[src/design/clcd_pkg.sv]
// Shared types and constants for the character LCD refresh controller.
package clcd_pkg;

  // Default geometry, handed to the top level parameters
  localparam int DEF_LINE_COUNT  = 4;
  localparam int DEF_LINE_LENGTH = 20;

  // Fixed field widths
  localparam int LINE_W     = 2;
  localparam int CHAR_W     = 8;
  localparam int OFFSET_W   = 7;
  localparam int CFG_DATA_W = 32;
  localparam int CFG_ADDR_W = 5;

  // Character and command byte codes
  localparam logic [CHAR_W-1:0] NUL_CODE     = 8'h00;
  localparam logic [CHAR_W-1:0] NEWLINE_CODE = 8'h0A;
  localparam logic [CHAR_W-1:0] SPACE_CODE   = 8'h20;
  localparam logic [CHAR_W-1:0] DDRAM_BASE   = 8'h80;

  // Register reset values
  localparam logic [CHAR_W-1:0]   RST_FUNCTION_SET = 8'd56;
  localparam logic [CHAR_W-1:0]   RST_DISPLAY_ON   = 8'd12;
  localparam logic [CHAR_W-1:0]   RST_ENTRY_MODE   = 8'd6;
  localparam logic [CHAR_W-1:0]   RST_CLEAR        = 8'd1;
  localparam logic [OFFSET_W-1:0] RST_LINE0_OFFSET = 7'd0;
  localparam logic [OFFSET_W-1:0] RST_LINE1_OFFSET = 7'd64;
  localparam logic [OFFSET_W-1:0] RST_LINE2_OFFSET = 7'd20;
  localparam logic [OFFSET_W-1:0] RST_LINE3_OFFSET = 7'd84;

  // Host item opcodes
  typedef enum logic [1:0] {
    CMD_TICK   = 2'd0,
    CMD_WRITE  = 2'd1,
    CMD_SETPOS = 2'd2,
    CMD_CLEAR  = 2'd3
  } cmd_t;

  // Next tick period select
  typedef enum logic [1:0] {
    DELAY_KEEP  = 2'd0,
    DELAY_SHORT = 2'd1,
    DELAY_LONG  = 2'd2
  } delay_t;

  // Input item
  typedef struct packed {
    cmd_t        command;
    logic [7:0]  char_code;
    logic [2:0]  target_line;
    logic [4:0]  target_col;
  } in_t;

  // Result item
  typedef struct packed {
    logic        bus_strobe;
    logic        bus_rs;
    logic [7:0]  bus_byte;
    delay_t      delay_select;
  } out_t;

  // Configuration register contents
  typedef struct packed {
    logic [CHAR_W-1:0]              function_set_cmd;
    logic [CHAR_W-1:0]              display_on_cmd;
    logic [CHAR_W-1:0]              entry_mode_cmd;
    logic [CHAR_W-1:0]              clear_cmd;
    logic [3:0][OFFSET_W-1:0]       line_offset;
  } cfg_t;

  // Controller to datapath commands
  typedef struct packed {
    logic load;   // capture item, read text store
    logic exec;   // apply item, load result register
    logic sweep;  // write one fill entry
  } ctrl_cmd_t;

  // Datapath to controller status
  typedef struct packed {
    logic is_clear;
    logic sweep_last;
  } dp_status_t;

endpackage

[src/design/char_lcd_refresh_controller.sv]
// An item is captured into the item register, then executed into the result register;
// execute waits while the result is not taken, and no new item is accepted until then.
// A clear item adds a fill of all LINE_COUNT*LINE_LENGTH store entries (80 by default),
// one entry per cycle through the single text store write port, with in_ready low.
// Reset: the same fill pass writes zeros over the store (in_ready low);
// registers return to their defaults at once and stay writable during the pass.
module char_lcd_refresh_controller #(
  parameter int LINE_COUNT  = clcd_pkg::DEF_LINE_COUNT,
  parameter int LINE_LENGTH = clcd_pkg::DEF_LINE_LENGTH
) (
  input  logic                             clk,
  input  logic                             rst_n,
  input  logic                             in_valid,
  output logic                             in_ready,
  input  clcd_pkg::in_t                    in_data,
  output logic                             out_valid,
  input  logic                             out_ready,
  output clcd_pkg::out_t                   out_data,
  input  logic                             cfg_psel,
  input  logic                             cfg_penable,
  input  logic                             cfg_pwrite,
  input  logic [clcd_pkg::CFG_ADDR_W-1:0]  cfg_paddr,
  input  logic [clcd_pkg::CFG_DATA_W-1:0]  cfg_pwdata,
  output logic [clcd_pkg::CFG_DATA_W-1:0]  cfg_prdata,
  output logic                             cfg_pready
);

  clcd_pkg::cfg_t       cfg;
  clcd_pkg::ctrl_cmd_t  cmd;
  clcd_pkg::dp_status_t status;

  // Configuration registers
  clcd_regs u_regs (
    .clk         (clk),
    .rst_n       (rst_n),
    .cfg_psel    (cfg_psel),
    .cfg_penable (cfg_penable),
    .cfg_pwrite  (cfg_pwrite),
    .cfg_paddr   (cfg_paddr),
    .cfg_pwdata  (cfg_pwdata),
    .cfg_prdata  (cfg_prdata),
    .cfg_pready  (cfg_pready),
    .cfg         (cfg)
  );

  // Transfer sequencing
  clcd_ctrl u_ctrl (
    .clk       (clk),
    .rst_n     (rst_n),
    .in_valid  (in_valid),
    .in_ready  (in_ready),
    .out_valid (out_valid),
    .out_ready (out_ready),
    .status    (status),
    .cmd       (cmd)
  );

  // Store, cursor and panel sequencer
  clcd_datapath #(
    .LINE_COUNT  (LINE_COUNT),
    .LINE_LENGTH (LINE_LENGTH)
  ) u_datapath (
    .clk      (clk),
    .rst_n    (rst_n),
    .cmd      (cmd),
    .status   (status),
    .cfg      (cfg),
    .in_data  (in_data),
    .out_data (out_data)
  );

endmodule

[src/design/clcd_regs.sv]
// APB-style configuration register file for the character LCD controller.
module clcd_regs (
  input  logic                             clk,
  input  logic                             rst_n,
  input  logic                             cfg_psel,
  input  logic                             cfg_penable,
  input  logic                             cfg_pwrite,
  input  logic [clcd_pkg::CFG_ADDR_W-1:0]  cfg_paddr,
  input  logic [clcd_pkg::CFG_DATA_W-1:0]  cfg_pwdata,
  output logic [clcd_pkg::CFG_DATA_W-1:0]  cfg_prdata,
  output logic                             cfg_pready,
  output clcd_pkg::cfg_t                   cfg
);

  typedef enum logic [2:0] {
    REG_FUNCTION_SET = 3'd0,
    REG_DISPLAY_ON   = 3'd1,
    REG_ENTRY_MODE   = 3'd2,
    REG_CLEAR        = 3'd3,
    REG_LINE0        = 3'd4,
    REG_LINE1        = 3'd5,
    REG_LINE2        = 3'd6,
    REG_LINE3        = 3'd7
  } reg_idx_t;

  clcd_pkg::cfg_t cfg_r;
  reg_idx_t       reg_idx;
  logic           wr_en;

  assign reg_idx    = reg_idx_t'(cfg_paddr[4:2]);
  assign wr_en      = cfg_psel & cfg_penable & cfg_pwrite;
  assign cfg_pready = 1'b1;
  assign cfg        = cfg_r;

  // Register writes on the access phase
  always_ff @(posedge clk) begin
    if (!rst_n) begin
      cfg_r.function_set_cmd <= clcd_pkg::RST_FUNCTION_SET;
      cfg_r.display_on_cmd   <= clcd_pkg::RST_DISPLAY_ON;
      cfg_r.entry_mode_cmd   <= clcd_pkg::RST_ENTRY_MODE;
      cfg_r.clear_cmd        <= clcd_pkg::RST_CLEAR;
      cfg_r.line_offset[0]   <= clcd_pkg::RST_LINE0_OFFSET;
      cfg_r.line_offset[1]   <= clcd_pkg::RST_LINE1_OFFSET;
      cfg_r.line_offset[2]   <= clcd_pkg::RST_LINE2_OFFSET;
      cfg_r.line_offset[3]   <= clcd_pkg::RST_LINE3_OFFSET;
    end else if (wr_en) begin
      unique case (reg_idx)
        REG_FUNCTION_SET: cfg_r.function_set_cmd <= cfg_pwdata[clcd_pkg::CHAR_W-1:0];
        REG_DISPLAY_ON:   cfg_r.display_on_cmd   <= cfg_pwdata[clcd_pkg::CHAR_W-1:0];
        REG_ENTRY_MODE:   cfg_r.entry_mode_cmd   <= cfg_pwdata[clcd_pkg::CHAR_W-1:0];
        REG_CLEAR:        cfg_r.clear_cmd        <= cfg_pwdata[clcd_pkg::CHAR_W-1:0];
        REG_LINE0:        cfg_r.line_offset[0]   <= cfg_pwdata[clcd_pkg::OFFSET_W-1:0];
        REG_LINE1:        cfg_r.line_offset[1]   <= cfg_pwdata[clcd_pkg::OFFSET_W-1:0];
        REG_LINE2:        cfg_r.line_offset[2]   <= cfg_pwdata[clcd_pkg::OFFSET_W-1:0];
        REG_LINE3:        cfg_r.line_offset[3]   <= cfg_pwdata[clcd_pkg::OFFSET_W-1:0];
        default:          cfg_r.clear_cmd        <= cfg_r.clear_cmd;
      endcase
    end
  end

  // Readback mux
  always_comb begin
    cfg_prdata = '0;
    unique case (reg_idx)
      REG_FUNCTION_SET: cfg_prdata = clcd_pkg::CFG_DATA_W'(cfg_r.function_set_cmd);
      REG_DISPLAY_ON:   cfg_prdata = clcd_pkg::CFG_DATA_W'(cfg_r.display_on_cmd);
      REG_ENTRY_MODE:   cfg_prdata = clcd_pkg::CFG_DATA_W'(cfg_r.entry_mode_cmd);
      REG_CLEAR:        cfg_prdata = clcd_pkg::CFG_DATA_W'(cfg_r.clear_cmd);
      REG_LINE0:        cfg_prdata = clcd_pkg::CFG_DATA_W'(cfg_r.line_offset[0]);
      REG_LINE1:        cfg_prdata = clcd_pkg::CFG_DATA_W'(cfg_r.line_offset[1]);
      REG_LINE2:        cfg_prdata = clcd_pkg::CFG_DATA_W'(cfg_r.line_offset[2]);
      REG_LINE3:        cfg_prdata = clcd_pkg::CFG_DATA_W'(cfg_r.line_offset[3]);
      default:          cfg_prdata = '0;
    endcase
  end

endmodule

[src/design/clcd_ctrl.sv]
// Handshake and sequencing controller for the character LCD controller.
module clcd_ctrl (
  input  logic                  clk,
  input  logic                  rst_n,
  input  logic                  in_valid,
  output logic                  in_ready,
  output logic                  out_valid,
  input  logic                  out_ready,
  input  clcd_pkg::dp_status_t  status,
  output clcd_pkg::ctrl_cmd_t   cmd
);

  typedef enum logic [1:0] {
    S_SWEEP,
    S_IDLE,
    S_EXEC
  } state_t;

  state_t state_r, state_nxt;
  logic   out_valid_r, out_valid_nxt;
  logic   out_free;

  // Result register is free when empty or being taken this cycle
  assign out_free  = !out_valid_r || out_ready;
  assign in_ready  = (state_r == S_IDLE);
  assign out_valid = out_valid_r;

  assign cmd.load  = (state_r == S_IDLE) && in_valid;
  assign cmd.exec  = (state_r == S_EXEC) && out_free;
  assign cmd.sweep = (state_r == S_SWEEP);

  // Next state
  always_comb begin
    state_nxt     = state_r;
    out_valid_nxt = out_valid_r;
    if (out_valid_r && out_ready) begin
      out_valid_nxt = 1'b0;
    end
    unique case (state_r)
      S_SWEEP: begin
        if (status.sweep_last) begin
          state_nxt = S_IDLE;
        end
      end
      S_IDLE: begin
        if (in_valid) begin
          state_nxt = S_EXEC;
        end
      end
      S_EXEC: begin
        if (out_free) begin
          out_valid_nxt = 1'b1;
          state_nxt     = status.is_clear ? S_SWEEP : S_IDLE;
        end
      end
      default: state_nxt = S_SWEEP;
    endcase
  end

  // State and registered outputs; reset starts the zero fill of the store
  always_ff @(posedge clk) begin
    if (!rst_n) begin
      state_r     <= S_SWEEP;
      out_valid_r <= 1'b0;
    end else begin
      state_r     <= state_nxt;
      out_valid_r <= out_valid_nxt;
    end
  end

endmodule

[src/design/clcd_datapath.sv]
// Text store, cursor, panel sequencer registers and result register.
module clcd_datapath #(
  parameter int LINE_COUNT  = clcd_pkg::DEF_LINE_COUNT,
  parameter int LINE_LENGTH = clcd_pkg::DEF_LINE_LENGTH
) (
  input  logic                  clk,
  input  logic                  rst_n,
  input  clcd_pkg::ctrl_cmd_t   cmd,
  output clcd_pkg::dp_status_t  status,
  input  clcd_pkg::cfg_t        cfg,
  input  clcd_pkg::in_t         in_data,
  output clcd_pkg::out_t        out_data
);

  localparam int STORE_SIZE = LINE_COUNT * LINE_LENGTH;
  localparam int ADDR_W     = $clog2(STORE_SIZE);
  localparam int RAW_W      = ADDR_W + 1;
  localparam int IDX_W      = $clog2(LINE_LENGTH + 1);
  localparam int LCNT_W     = clcd_pkg::LINE_W + 1;
  localparam int CW         = clcd_pkg::CHAR_W;

  // Panel command sequencer codes
  typedef enum logic [2:0] {
    PS_INIT    = 3'd0,
    PS_ENABLE  = 3'd1,
    PS_ENTRY   = 3'd2,
    PS_CLEAR   = 3'd3,
    PS_IDLE    = 3'd4,
    PS_ADDRESS = 3'd5,
    PS_CHARS   = 3'd6
  } panel_st_t;

  logic [CW-1:0] text_mem [STORE_SIZE];

  clcd_pkg::in_t  item_r;
  clcd_pkg::out_t out_r, out_nxt;
  logic [CW-1:0]  rd_data_r;

  panel_st_t                    panel_st_r, panel_st_nxt;
  logic                         pending_r, pending_nxt;
  logic [clcd_pkg::LINE_W-1:0]  rline_r, rline_nxt;
  logic [IDX_W-1:0]             ridx_r, ridx_nxt;
  logic                         end_seen_r, end_seen_nxt;
  logic [clcd_pkg::LINE_W-1:0]  cur_line_r, cur_line_nxt;
  logic [IDX_W-1:0]             cur_col_r, cur_col_nxt;
  logic [ADDR_W-1:0]            sweep_addr_r;
  logic [CW-1:0]                fill_r;

  logic [RAW_W-1:0]             rd_raw, wr_raw;
  logic                         rd_in_range;
  logic                         ex_we;
  logic [CW-1:0]                ex_wdata;
  logic                         mem_we;
  logic [ADDR_W-1:0]            mem_waddr;
  logic [CW-1:0]                mem_wdata;
  logic [CW-1:0]                ch;
  logic [LCNT_W-1:0]            next_line;
  logic [clcd_pkg::LINE_W-1:0]  next_rline;
  logic                         rline_ok;
  logic                         col_ok;

  assign out_data = out_r;

  // Store addresses of the refresh position and of the cursor
  assign rd_raw = RAW_W'(rline_r) * RAW_W'(LINE_LENGTH) + RAW_W'(ridx_r);
  assign wr_raw = RAW_W'(cur_line_r) * RAW_W'(LINE_LENGTH) + RAW_W'(cur_col_r);
  assign rd_in_range = (rd_raw < RAW_W'(STORE_SIZE));

  assign rline_ok   = ({1'b0, rline_r} < LCNT_W'(LINE_COUNT));
  assign col_ok     = (cur_col_r < IDX_W'(LINE_LENGTH)) &&
                      ({1'b0, cur_line_r} < LCNT_W'(LINE_COUNT));
  assign next_line  = LCNT_W'({1'b0, cur_line_r} + 1'b1);
  assign next_rline = clcd_pkg::LINE_W'(rline_r + 1'b1);

  assign status.is_clear   = (item_r.command == clcd_pkg::CMD_CLEAR);
  assign status.sweep_last = (sweep_addr_r == ADDR_W'(STORE_SIZE - 1));

  // Item execution
  always_comb begin
    panel_st_nxt = panel_st_r;
    pending_nxt  = pending_r;
    rline_nxt    = rline_r;
    ridx_nxt     = ridx_r;
    end_seen_nxt = end_seen_r;
    cur_line_nxt = cur_line_r;
    cur_col_nxt  = cur_col_r;
    out_nxt      = '0;
    ex_we        = 1'b0;
    ex_wdata     = item_r.char_code;
    ch           = rd_data_r;
    case (item_r.command)
      clcd_pkg::CMD_TICK: begin
        unique case (panel_st_r)
          PS_INIT: begin
            out_nxt = '{1'b1, 1'b0, cfg.function_set_cmd, clcd_pkg::DELAY_LONG};
            panel_st_nxt = PS_ENABLE;
          end
          PS_ENABLE: begin
            out_nxt = '{1'b1, 1'b0, cfg.display_on_cmd, clcd_pkg::DELAY_SHORT};
            panel_st_nxt = PS_ENTRY;
          end
          PS_ENTRY: begin
            out_nxt = '{1'b1, 1'b0, cfg.entry_mode_cmd, clcd_pkg::DELAY_SHORT};
            panel_st_nxt = PS_CLEAR;
          end
          PS_CLEAR: begin
            out_nxt = '{1'b1, 1'b0, cfg.clear_cmd, clcd_pkg::DELAY_LONG};
            panel_st_nxt = PS_IDLE;
          end
          PS_IDLE: begin
            if (pending_r) begin
              out_nxt.delay_select = clcd_pkg::DELAY_SHORT;
              panel_st_nxt = PS_ADDRESS;
              rline_nxt    = '0;
              pending_nxt  = 1'b0;
            end
          end
          PS_ADDRESS: begin
            out_nxt.delay_select = clcd_pkg::DELAY_SHORT;
            if (rline_ok) begin
              out_nxt.bus_strobe = 1'b1;
              out_nxt.bus_byte   = clcd_pkg::DDRAM_BASE |
                                   {1'b0, cfg.line_offset[rline_r]};
            end
            panel_st_nxt = PS_CHARS;
          end
          PS_CHARS: begin
            if (ridx_r < IDX_W'(LINE_LENGTH) && rline_ok) begin
              // Terminator and everything after it go out as spaces
              if (end_seen_r || rd_data_r == clcd_pkg::NUL_CODE) begin
                end_seen_nxt = 1'b1;
                ch           = clcd_pkg::SPACE_CODE;
              end
              ridx_nxt = IDX_W'(ridx_r + 1'b1);
              out_nxt  = '{1'b1, 1'b1, ch, clcd_pkg::DELAY_SHORT};
            end else begin
              ridx_nxt     = '0;
              end_seen_nxt = 1'b0;
              out_nxt.delay_select = clcd_pkg::DELAY_LONG;
              if ({1'b0, next_rline} >= LCNT_W'(LINE_COUNT) || next_rline == '0) begin
                rline_nxt    = '0;
                panel_st_nxt = PS_IDLE;
              end else begin
                rline_nxt    = next_rline;
                panel_st_nxt = PS_ADDRESS;
              end
            end
          end
          default: begin
            panel_st_nxt = PS_INIT;
          end
        endcase
      end
      clcd_pkg::CMD_WRITE: begin
        if (item_r.char_code != clcd_pkg::NUL_CODE) begin
          ex_we = col_ok;
          if (item_r.char_code == clcd_pkg::NEWLINE_CODE) begin
            ex_wdata = clcd_pkg::NUL_CODE;
            cur_line_nxt = (next_line >= LCNT_W'(LINE_COUNT)) ?
                           '0 : next_line[clcd_pkg::LINE_W-1:0];
            cur_col_nxt  = '0;
          end else if (cur_col_r < IDX_W'(LINE_LENGTH)) begin
            cur_col_nxt = IDX_W'(cur_col_r + 1'b1);
          end
          pending_nxt = 1'b1;
        end
      end
      clcd_pkg::CMD_SETPOS: begin
        if (item_r.target_line < LCNT_W'(LINE_COUNT) &&
            item_r.target_col < 5'(LINE_LENGTH)) begin
          cur_line_nxt = item_r.target_line[clcd_pkg::LINE_W-1:0];
          cur_col_nxt  = IDX_W'(item_r.target_col);
        end
      end
      default: begin
        // Clear: the store fill runs as a sweep afterwards
        cur_line_nxt = '0;
        cur_col_nxt  = '0;
        ridx_nxt     = '0;
        end_seen_nxt = 1'b0;
        panel_st_nxt = PS_CLEAR;
      end
    endcase
  end

  // Store write port: fill sweep or character write
  always_comb begin
    if (cmd.sweep) begin
      mem_we    = 1'b1;
      mem_waddr = sweep_addr_r;
      mem_wdata = fill_r;
    end else begin
      mem_we    = cmd.exec && ex_we;
      mem_waddr = wr_raw[ADDR_W-1:0];
      mem_wdata = ex_wdata;
    end
  end

  // Text store and its registered read
  always_ff @(posedge clk) begin
    if (mem_we) begin
      text_mem[mem_waddr] <= mem_wdata;
    end
    if (cmd.load && rd_in_range) begin
      rd_data_r <= text_mem[rd_raw[ADDR_W-1:0]];
    end
  end

  // Item and result payload registers
  always_ff @(posedge clk) begin
    if (cmd.load) begin
      item_r <= in_data;
    end
    if (cmd.exec) begin
      out_r <= out_nxt;
    end
  end

  // Sequencer, cursor and fill control registers
  always_ff @(posedge clk) begin
    if (!rst_n) begin
      panel_st_r   <= PS_INIT;
      pending_r    <= 1'b1;
      rline_r      <= '0;
      ridx_r       <= '0;
      end_seen_r   <= 1'b0;
      cur_line_r   <= '0;
      cur_col_r    <= '0;
      sweep_addr_r <= '0;
      fill_r       <= clcd_pkg::NUL_CODE;
    end else begin
      if (cmd.exec) begin
        panel_st_r <= panel_st_nxt;
        pending_r  <= pending_nxt;
        rline_r    <= rline_nxt;
        ridx_r     <= ridx_nxt;
        end_seen_r <= end_seen_nxt;
        cur_line_r <= cur_line_nxt;
        cur_col_r  <= cur_col_nxt;
        if (status.is_clear) begin
          fill_r       <= clcd_pkg::SPACE_CODE;
          sweep_addr_r <= '0;
        end
      end else if (cmd.sweep) begin
        sweep_addr_r <= status.sweep_last ? '0 : ADDR_W'(sweep_addr_r + 1'b1);
      end
    end
  end

endmodule
[config.mk]
export PLATFORM = sky130hd
export DESIGN_NAME = char_lcd_refresh_controller
export DESIGN_NICKNAME = d
export VERILOG_FILES = /design/src/design/clcd_pkg.sv /design/src/design/char_lcd_refresh_controller.sv /design/src/design/clcd_regs.sv /design/src/design/clcd_ctrl.sv /design/src/design/clcd_datapath.sv
export SDC_FILE = /design/constraint.sdc
export NUM_CORES = 1
export LEC_CHECK = 0
export BUFFER_PORTS_ARGS = -buffer_cell sky130_fd_sc_hd__clkbuf_2
export CORE_MARGIN = 2
export CORE_UTILIZATION = 50
export CTS_CLUSTER_DIAMETER = 60
export DETAILED_ROUTE_END_ITERATION = 12
export GPL_TIMING_DRIVEN = 0
export PLACE_DENSITY = 0.66
export SYNTH_ARGS = -nofsm -noshare
export SYNTH_HDL_FRONTEND = slang
export SYNTH_SLANG_ARGS = --single-unit
[constraint.sdc]
create_clock -name clk -period 10 [get_ports clk]
set_clock_uncertainty 0.1 [all_clocks]
set_input_delay 1 -clock clk [delete_from_list [all_inputs] [get_ports clk]]
set_output_delay 1 -clock clk [all_outputs]
set_load 0.02 [all_outputs]
==> key figures <==
Setup path
  • Critical path peak fanout: 10
  • Slowest-stage cell, CP: buf_1
  • Crit path DAT: 5.34 ns
  • Worst Path Required: 10.25 ns
  • Most frequent CP cell: buf_2
  • CP startpoint: u_datapath.rline_r[1]
  • Crit path kind: register to register
  • Critical Path Sink Type: register
  • Crit-path max cell delay: 0.81 ns
  • Sequence of cells on the critical path: clkbuf_1 > inv_1 > fa_1 > buf_2 > buf_2 > buf_1 > mux2i_1 > o21ai_0 > nor3_1 > nor2_1
  • Critical R2R Launch: u_datapath.rline_r[1]
  • Crit start category: register

GRT
  • First-pass GRT wire length: 121900 microns
  • Largest net degree at the start of global routing: 81
  • Remaining global-route overflow: 0
  • Initial antenna violation count: 0
  • Total GRT Usage: 0.2559
  • Vias in the first global route: 18093

STA
  • Final setup fails: 0
  • Worst-Margin Slew: 1.404 ns
  • Setup TNS: 0 ns
  • Min Clock Period, post-route: 5.090 ns
  • Max_slew headroom: 0.06374
  • Unrepaired setup endpoints after global routing: no
  • Setup WS post-layout: 4.910 ns
  • Peak Freq: 196.5 MHz
  • Final hold violations: 0
  • Tcrit/Tclk final: 0.5090
  • Hold Worst Slack: 0.3864 ns
  • Slew Limit Fails: 0

Power and ir drop
  • Net Switching: 1.343 mW
  • Pwr Total: 6.539 mW
  • Internal: 5.196 mW
  • Worst VDD drop: 0.1318 mV
  • PwrDens: 181.6 nW/um^2
  • Switch share: 0.2054
  • P_leak: 12.07 nW
  • Comb pwr share: 0.019
  • Clk pwr share: 0.452
  • Sequential power share: 0.529

Logic synthesis
  • Syn Area/Cell: 16.97 sq um
  • Top post-synthesis cells by area: edfxtp_1 64%, mux4_2 12%, dfxtp_1 5.7%
  • Mapped Cells: 1876
  • Post-synth top flop: edfxtp_1
  • Asr flop ratio synth: 0
  • Yosys warning total: 0
  • Cell variety after synth: 68
  • Cell taking the most area after synthesis: edfxtp_1
  • Post-synth EDFFs: 678
  • Post-synth top area share: 0.6396
  • Register bit total from synthesis: 768
  • Post-synthesis sequential area ratio: 0.6962
  • Netlist Area Pre-Place: 31830 sq um
  • Most frequent cells after synthesis: 678 x edfxtp_1, 170 x mux4_2, 141 x nor2_1
  • Count leader, synth: edfxtp_1

Run
  • Max-Cap Viols: 0

Clocking
  • Clk_lat worst skew: 0.64 ns
  • Hold_buf cts: 0
  • Root Buffer: clkbuf_16
  • Register clock-pin slew on the reported worst setup and hold paths: 0.06 ns
  • CTS Buf Count: 80
  • Num Clock Sinks: 768
  • Max Buffers Root-to-Sink: 3
  • Post-CTS Repair Setup Buffers: 0
  • H-Tree Depth: 3
  • Post_cts resized: 0
  • CTS tree: yes

Routing
  • DRT iter0 DRCs: 2102
  • DRT antenna net count: 0
  • Post-DR wirelength/cell: 28.47 microns
  • # DRC: 0
  • WL final: 83820 microns
  • DRT Pass-1 Iters: 6
  • Vias per std cell: 6.193
  • Via Count: 18232

Floorplan
  • Die H: 256.3 microns
  • Die area: 65700 sq um
  • Die Wd: 256.3 microns
  • Initial core utilization: 0.5055
  • Core area: 62970 sq um
  • FP Rows: 92
  • I/O pin count: 109

Finish
  • Post-route cell area: 36000 sq um
  • Nets: 2115
  • Antenna cells: 0
  • Layout cells sized above 1: 0.2116
  • Area delta synth->final: 13.10%

Placement
  • Placed inst area: 33400 sq um
  • Port bufs: 48
  • RePlAce Congestion: 0.9647
  • Dpl ws: 5.076 ns
  • HPWL Detailed: 55830 microns

Min path
  • Min-delay worst type: register to register
  • HP Start: u_regs.cfg[43]

Status
  • Outcome: complete, no violations
==> cell type report <==
| type | instances | area, sq um |
|---|---|---|
| Buffer | 125 | 762.0 |
| Clock buffer | 98 | 2122 |
| Clock inverter | 46 | 476.7 |
| Fill cell | 4833 | 26960 |
| Inverter | 17 | 63.81 |
| Multi-Input combinational cell | 989 | 8981 |
| Sequential cell | 768 | 22160 |
| Tap cell | 846 | 1059 |
| Timing Repair Buffer | 55 | 375.4 |
==> power by group through the flow <==
| stage | Clock, mW | Sequential (mW) | Combinational (mW) |
|---|---|---|---|
| after floorplan | 0 | 3.53 | 0.0748 |
| after global placement | 0 | 3.53 | 0.119 |
| after detailed placement | 0 | 3.53 | 0.121 |
| after CTS | 2.98 | 3.46 | 0.121 |
| after global routing | 3.11 | 3.46 | 0.129 |
| final | 2.95 | 3.46 | 0.123 |
==> layout by cell type (no fill, tap or decap), types with 9 or more instances in the layout <==
cell       instances
edfxtp_1         678
mux4_2           170
nor2_1           140
nand2_1          100
mux2i_1           99
dfxtp_1           90
clkbuf_16         82
clkbuf_1          54
nor2b_1           51
clkbuf_2          49
a21oi_1           47
o21ai_0           38
buf_4             32
nand3_1           30
a22oi_1           29
conb_1            25
a21boi_0          22
buf_2             21
nor3_1            20
clkinv_2          17
inv_1             16
buf_1             16
and2_1            16
ha_1              15
o22ai_1           14
a211oi_1          14
nand2b_1          12
buf_6             12
nand4_1           10
clkinv_1          10
xnor2_1            9
==> worst paths after layout <==
kind | to | slack, ns | depth (start not counted)
worst max register to register | u_datapath.rd_data_r[4] | 4.91 | 10
worst min register to register | u_regs.cfg[43] | 0.39 | 2
worst min-delay path | u_regs.cfg[43] | 0.39 | 2
worst max-delay path | u_datapath.rd_data_r[4] | 4.91 | 10
==> layer usage <==
metal,track usage,vias up,wire [microns]
met5,0,-,0
met4,0.1147,0,3983
met3,0.04626,208,7031
met2,0.4162,916,40430
met1,0.3394,9401,32370
li1,-,7707,-
==> sequential cells by signal (all words and copies together) (netlist names) <==
name	flops
u_datapath.text_mem	640
u_regs.cfg	60
u_datapath.item_r	18
u_datapath.out_data	12
u_datapath.rd_data_r	8
u_datapath.sweep_addr_r	7
u_datapath.cur_col_r	5
u_datapath.ridx_r	5
u_datapath.panel_st_r	3
u_ctrl.state_r	2
u_datapath.cur_line_r	2
u_datapath.rline_r	2
u_ctrl.out_valid	1
u_datapath.end_seen_r	1
u_datapath.fill_r	1
u_datapath.pending_r	1
==> worst max-delay path, delay by kind of cell (launching register included) <==
kind / cells / cell delay (ns)
compound gates: 1 / 0.19
fa+ha+maj: 1 / 0.77
buf+inv: 5 / 2.29
flops: 1 / 0.39
mux: 1 / 0.52
simple gates: 2 / 0.54
==> logic make-up after synthesis <==
| kind of cell | after synthesis | synth area share |
|---|---|---|
| muxes | 274 | 0.1532 |
| DFF | 768 | 0.6962 |
| and+or+nand+nor | 424 | 0.06305 |
| adders and majority gates | 17 | 0.007154 |
| xor gates and xnor gates | 15 | 0.004127 |
| AOI/OAI and AO/OA | 234 | 0.05012 |
| buffers and inverters | 142 | 0.02594 |
| other | 2 | 0.0002359 |
==> per-stage QoR <==
step,utilization,instances
after floorplan,-,1899
after global placement,0.5275,2793
after detailed placement,0.5305,2800
after CTS,0.5718,2944
after global routing,0.5718,2944
final,0.5718,2944
No activity file was read; power rests on OpenSTA's default activity.
